## config.mk

```make
export PLATFORM = sky130hd
export DESIGN_NAME = tts_slot_update
export DESIGN_NICKNAME = d
export VERILOG_FILES = /design/src/sv/tts_pkg.sv /design/src/sv/tts_slot_update.sv
export SDC_FILE = /design/constraint.sdc
export NUM_CORES = 1
export LEC_CHECK = 0
export BUFFER_PORTS_ARGS = -buffer_cell sky130_fd_sc_hd__buf_2
export CAP_MARGIN = 20
export CORE_UTILIZATION = 43
export DETAILED_ROUTE_END_ITERATION = 10
export GPL_ROUTABILITY_DRIVEN = 0
export PLACE_DENSITY_LB_ADDON = 0.12
export SLEW_MARGIN = 20
export SYNTH_ARGS = -nofsm -noshare
export SYNTH_HDL_FRONTEND = slang
export SYNTH_SLANG_ARGS = --single-unit
```

## constraint.sdc

```tcl
create_clock -name vclk -period 2.1
set_clock_uncertainty 0.15 [all_clocks]
set_input_delay 0.21 -clock vclk [all_inputs]
set_output_delay 0.21 -clock vclk [all_outputs]
set_load 0.005 [all_outputs]
```

## src/sv/tts_pkg.sv

```systemverilog
// Package for the tick task scheduler table.
// Holds the action, status and state codes and the request payload types.
// No dependencies.
package tts_pkg;

    // Action codes carried by an input request.
    typedef enum logic [1:0] {
        ACT_TICK     = 2'd0,
        ACT_ADD      = 2'd1,
        ACT_DELETE   = 2'd2,
        ACT_DISPATCH = 2'd3
    } t_action;

    // Status codes carried by a result request.
    localparam logic [1:0] STAT_ADDED = 2'd0;
    localparam logic [1:0] STAT_FULL  = 2'd1;
    localparam logic [1:0] STAT_DUE   = 2'd2;

    // Saturation limit of the pending-run count.
    localparam logic [7:0] PEND_MAX = 8'hFF;

    // Sequencer states.
    typedef enum logic [1:0] {
        ST_IDLE,
        ST_SCAN,
        ST_ADD_WAIT,
        ST_FLUSH
    } t_state;

    // Input request payload.
    typedef struct packed {
        t_action     action;
        logic [7:0]  task_tag;
        logic [15:0] first_delay;
        logic [15:0] repeat_period;
        logic [2:0]  slot_index;
    } t_in_item;

    // Result request payload.
    typedef struct packed {
        logic [1:0] status;
        logic [2:0] slot;
        logic [7:0] due_tag;
        logic       last;
    } t_out_item;

endpackage

```

## src/sv/tts_slot_update.sv

```systemverilog
// Per-slot modify step of the scheduler read-modify-write scan.
// Computes the new delay and pending count of one slot for tick or dispatch.
// Depends on tts_pkg.
module tts_slot_update #(
    parameter int TIME_BITS = 16
) (
    input  logic                 i_dispatch,
    input  logic                 i_occupied,
    input  logic [TIME_BITS-1:0] i_delay,
    input  logic [TIME_BITS-1:0] i_period,
    input  logic [7:0]           i_pending,
    output logic [TIME_BITS-1:0] o_delay,
    output logic [7:0]           o_pending,
    output logic                 o_due
);

    localparam logic [TIME_BITS-1:0] ONE = {{(TIME_BITS-1){1'b0}}, 1'b1};

    // Free slots pass through unchanged; occupied slots count down or fire.
    always_comb begin
        o_delay   = i_delay;
        o_pending = i_pending;
        o_due     = 1'b0;
        if (i_occupied) begin
            if (i_dispatch) begin
                if (i_pending != 8'd0) begin
                    o_pending = i_pending - 8'd1;
                    o_due     = 1'b1;
                end
            end else if (i_delay != '0) begin
                o_delay = i_delay - ONE;
            end else begin
                if (i_period != '0) begin
                    o_delay = i_period;
                end
                if (i_pending != tts_pkg::PEND_MAX) begin
                    o_pending = i_pending + 8'd1;
                end
            end
        end
    end

endmodule

```

==> flow_summary_export.csv <==
group,metric,value,unit
run_status,status,"complete, but fails checks",
run_status,violations,"negative setup slack",
sta,final-setup-viol-count,24,
sta,max_freq,424,MHz
global_routing,antenna_found_initial,0,
die,die_y,54.3,µm
sta,fin_crit_sh,112,%
sta,tightest_slew,495,ps
cells_and_area,seq_cells,0,
worst_setup_path,crit_arrival,2000,ps
cells_and_area,regArea,0,µm²
sta,setup_tns,-2750,ps
worst_setup_path,crit_type,"in2out",
global_routing,grt_max_degree,15,
logic_synthesis,yosys.cell_types.count,51,
routing,num_vias,2360,
logic_synthesis,synth.top_cell.area_share,9.79,%
worst_setup_path,worst-path-max-fanout,5,
hold_path,whs_endpoint,"o_delay[6]",
routing,ant_nets,0,
logic_synthesis,synth_area_leaders,"o21ai_0, a21oi_1, ha_1",
cells_and_area,syn2layout_area_growth,93.7,%
logic_synthesis,netlist_area,1180,µm²
power,ir_worst_vdd,0.167,mV
global_routing,grtUsageTotal,39.8,%
logic_synthesis,synth_common_cells,"o21ai_0, a21oi_1, nand2_1",
routing,wl,7530,µm
worst_setup_path,cp.required,1740,ps
power,p_per_area,165,nW/µm²
hold_path,worstHoldPathType,"in2out",
global_routing,overflow,0,
cells_and_area,n_antenna_cell,0,
routing,drt-initial-drc-count,274,
sta,drv_slew,0,
sta,period_needed,2360,ps
routing,drt_first_pass_iters,5,
sta,setup_ws,-261,ps
sta,rsz0062_at_grt,"true",
global_routing,grt_pass1_wl,8570,µm
die,num_rows,18,
worst_setup_path,critPathCaptureType,"output port",
die,die-area,2950,µm²
sta,finalHoldViolCount,0,
routing,post_drt_via_cell_ratio,7.22,
logic_synthesis,synth_area_per_cell,6.29,µm²
cells_and_area,fin_nets,346,
logic_synthesis,yosys_warnings,0,
worst_setup_path,cp-start-kind,"input port",
job,maxCapViolations,0,
die,die_x,54.3,µm
power,p_leak,0.952,nW
placement,dp.cells,318,
die,core,2520,µm²
sta,relSlewSlack,66.8,%
sta,holdWs,603,ps
placement,place_hpwl,3660,µm
hold_path,hp-start,"i_delay[6]",
cells_and_area,stdcell_count,327,
routing,remaining_drc_errors,0,
logic_synthesis,synth_most_common_cell,"o21ai_0",
cells_and_area,drive_above_1_share,57.6,%
logic_synthesis,yosysTopAreaCell,"o21ai_0",
die,ios,67,
cells_and_area,clkbuf_count,0,
hold_path,hold_depth,4,
logic_synthesis,synthCells,187,
placement,io_buffer_count,67,
logic_synthesis,yosysSeqAreaShare,0,%
global_routing,grt_pass1_vias,1840,
logic_synthesis,syn_nets,234,
cells_and_area,nFillCells,112,
routing,post_drt_wl_per_cell,23.0,µm
die,start_util,46.6,%
==> how the worst max path moves through the flow <==
stage | start | end | slack [ps] | depth (start not counted)
2_1_floorplan | i_delay[1] | o_pending[7] | 50 | 7
3_3_place_gp | i_delay[1] | o_pending[7] | -170 | 9
3_5_place_dp | i_delay[1] | o_pending[7] | -200 | 9
4_1_cts | i_delay[1] | o_pending[6] | -30 | 9
5_1_grt | i_delay[1] | o_delay[5] | -380 | 10
6_report | i_pending[0] | o_pending[5] | -260 | 10
==> final cells by class <==
cell class | count | area, µm² | share of cell area [%]
tap | 30 | 37.5 | 1.65
inverter | 13 | 61.3 | 2.69
timing repair buffer | 120 | 833 | 36.6
multi-input combinational | 164 | 1350 | 59.1
==> per-layer routing <==
| layer | vias to the layer above | wire [µm] | part of all wire [%] | GRT usage [%] |
|---|---|---|---|---|
| met3 | 91 | 1070 | 14 | 11.4 |
| met5 | - | 0 | 0 | 0 |
| met4 | 0 | 565 | 7.5 | 20.5 |
| li1 | 962 | - | - | - |
| met2 | 289 | 3370 | 45 | 60.4 |
| met1 | 1018 | 2530 | 34 | 50.4 |
==> repair_timing <==
item / CTS / global route
gates cloned: 1 / 0
pin swaps: 12 / 22
gates resized for setup: 36 / 64
setup buffers: 5 / 4
endpoints found under the setup margin: 23 / 24
hold buffers: 0 / 0
==> critical path, cell delays in order <==
cell and delay, ps:
buf_2 140, inv_1 70, ha_1 230, nand2b_1 130, o41a_1 280, nand2_2 140, inv_1 150, nand2_1 100
o221ai_1 340, buf_2 210
==> per-stage QoR <==
stage	total power, W	util [%]	area [µm²]	setup slack (ps)
finish	0.000377	90.3	2280	-261
CTS	0.000298	80.3	2020	-34.5
floorplan	0.000111	-	1180	46.4
global route	0.000393	90.3	2280	-384
global placement	0.000274	73.2	1850	-172
detailed placement	0.000277	73.2	1850	-202
==> cells in the final DEF, fill, tap and decap left out, types with 3 or more instances in the layout <==
cell and count:
inv_1 11, nor4_1 5, o21ai_0 6, nand4_1 3
nand3_1 6, buf_6 8, nor2_1 11, nor3_1 5
a21oi_2 7, mux2i_1 3, o21ai_1 15, buf_8 4
or4_4 4, a21oi_1 12, ha_1 3, buf_4 45
nor4_2 3, a22oi_1 3, buf_2 61, nand2_1 13
==> cell families (layout without fill, tap and decap cells) <==
group,count (synthesis),in the layout,share of synthesized area (%)
AND/OR/NAND/NOR,77,77,40.0
AO/OA/AOI/OAI,77,77,42.6
XOR/XNOR,1,1,0.745
buffers and inverters,23,133,7.98
adder cells (fa/ha/maj),5,5,5.32
multiplexers,4,4,3.40
==> where the power goes <==
| part | switching (W) | internal, W | leakage [nW] |
|---|---|---|---|
| registers | 0 | 0 | 0 |
| logic | 0.000209 | 0.000168 | 0.952 |
| clock network | 0 | 0 | 0 |
(Power assumes the default switching activity.)
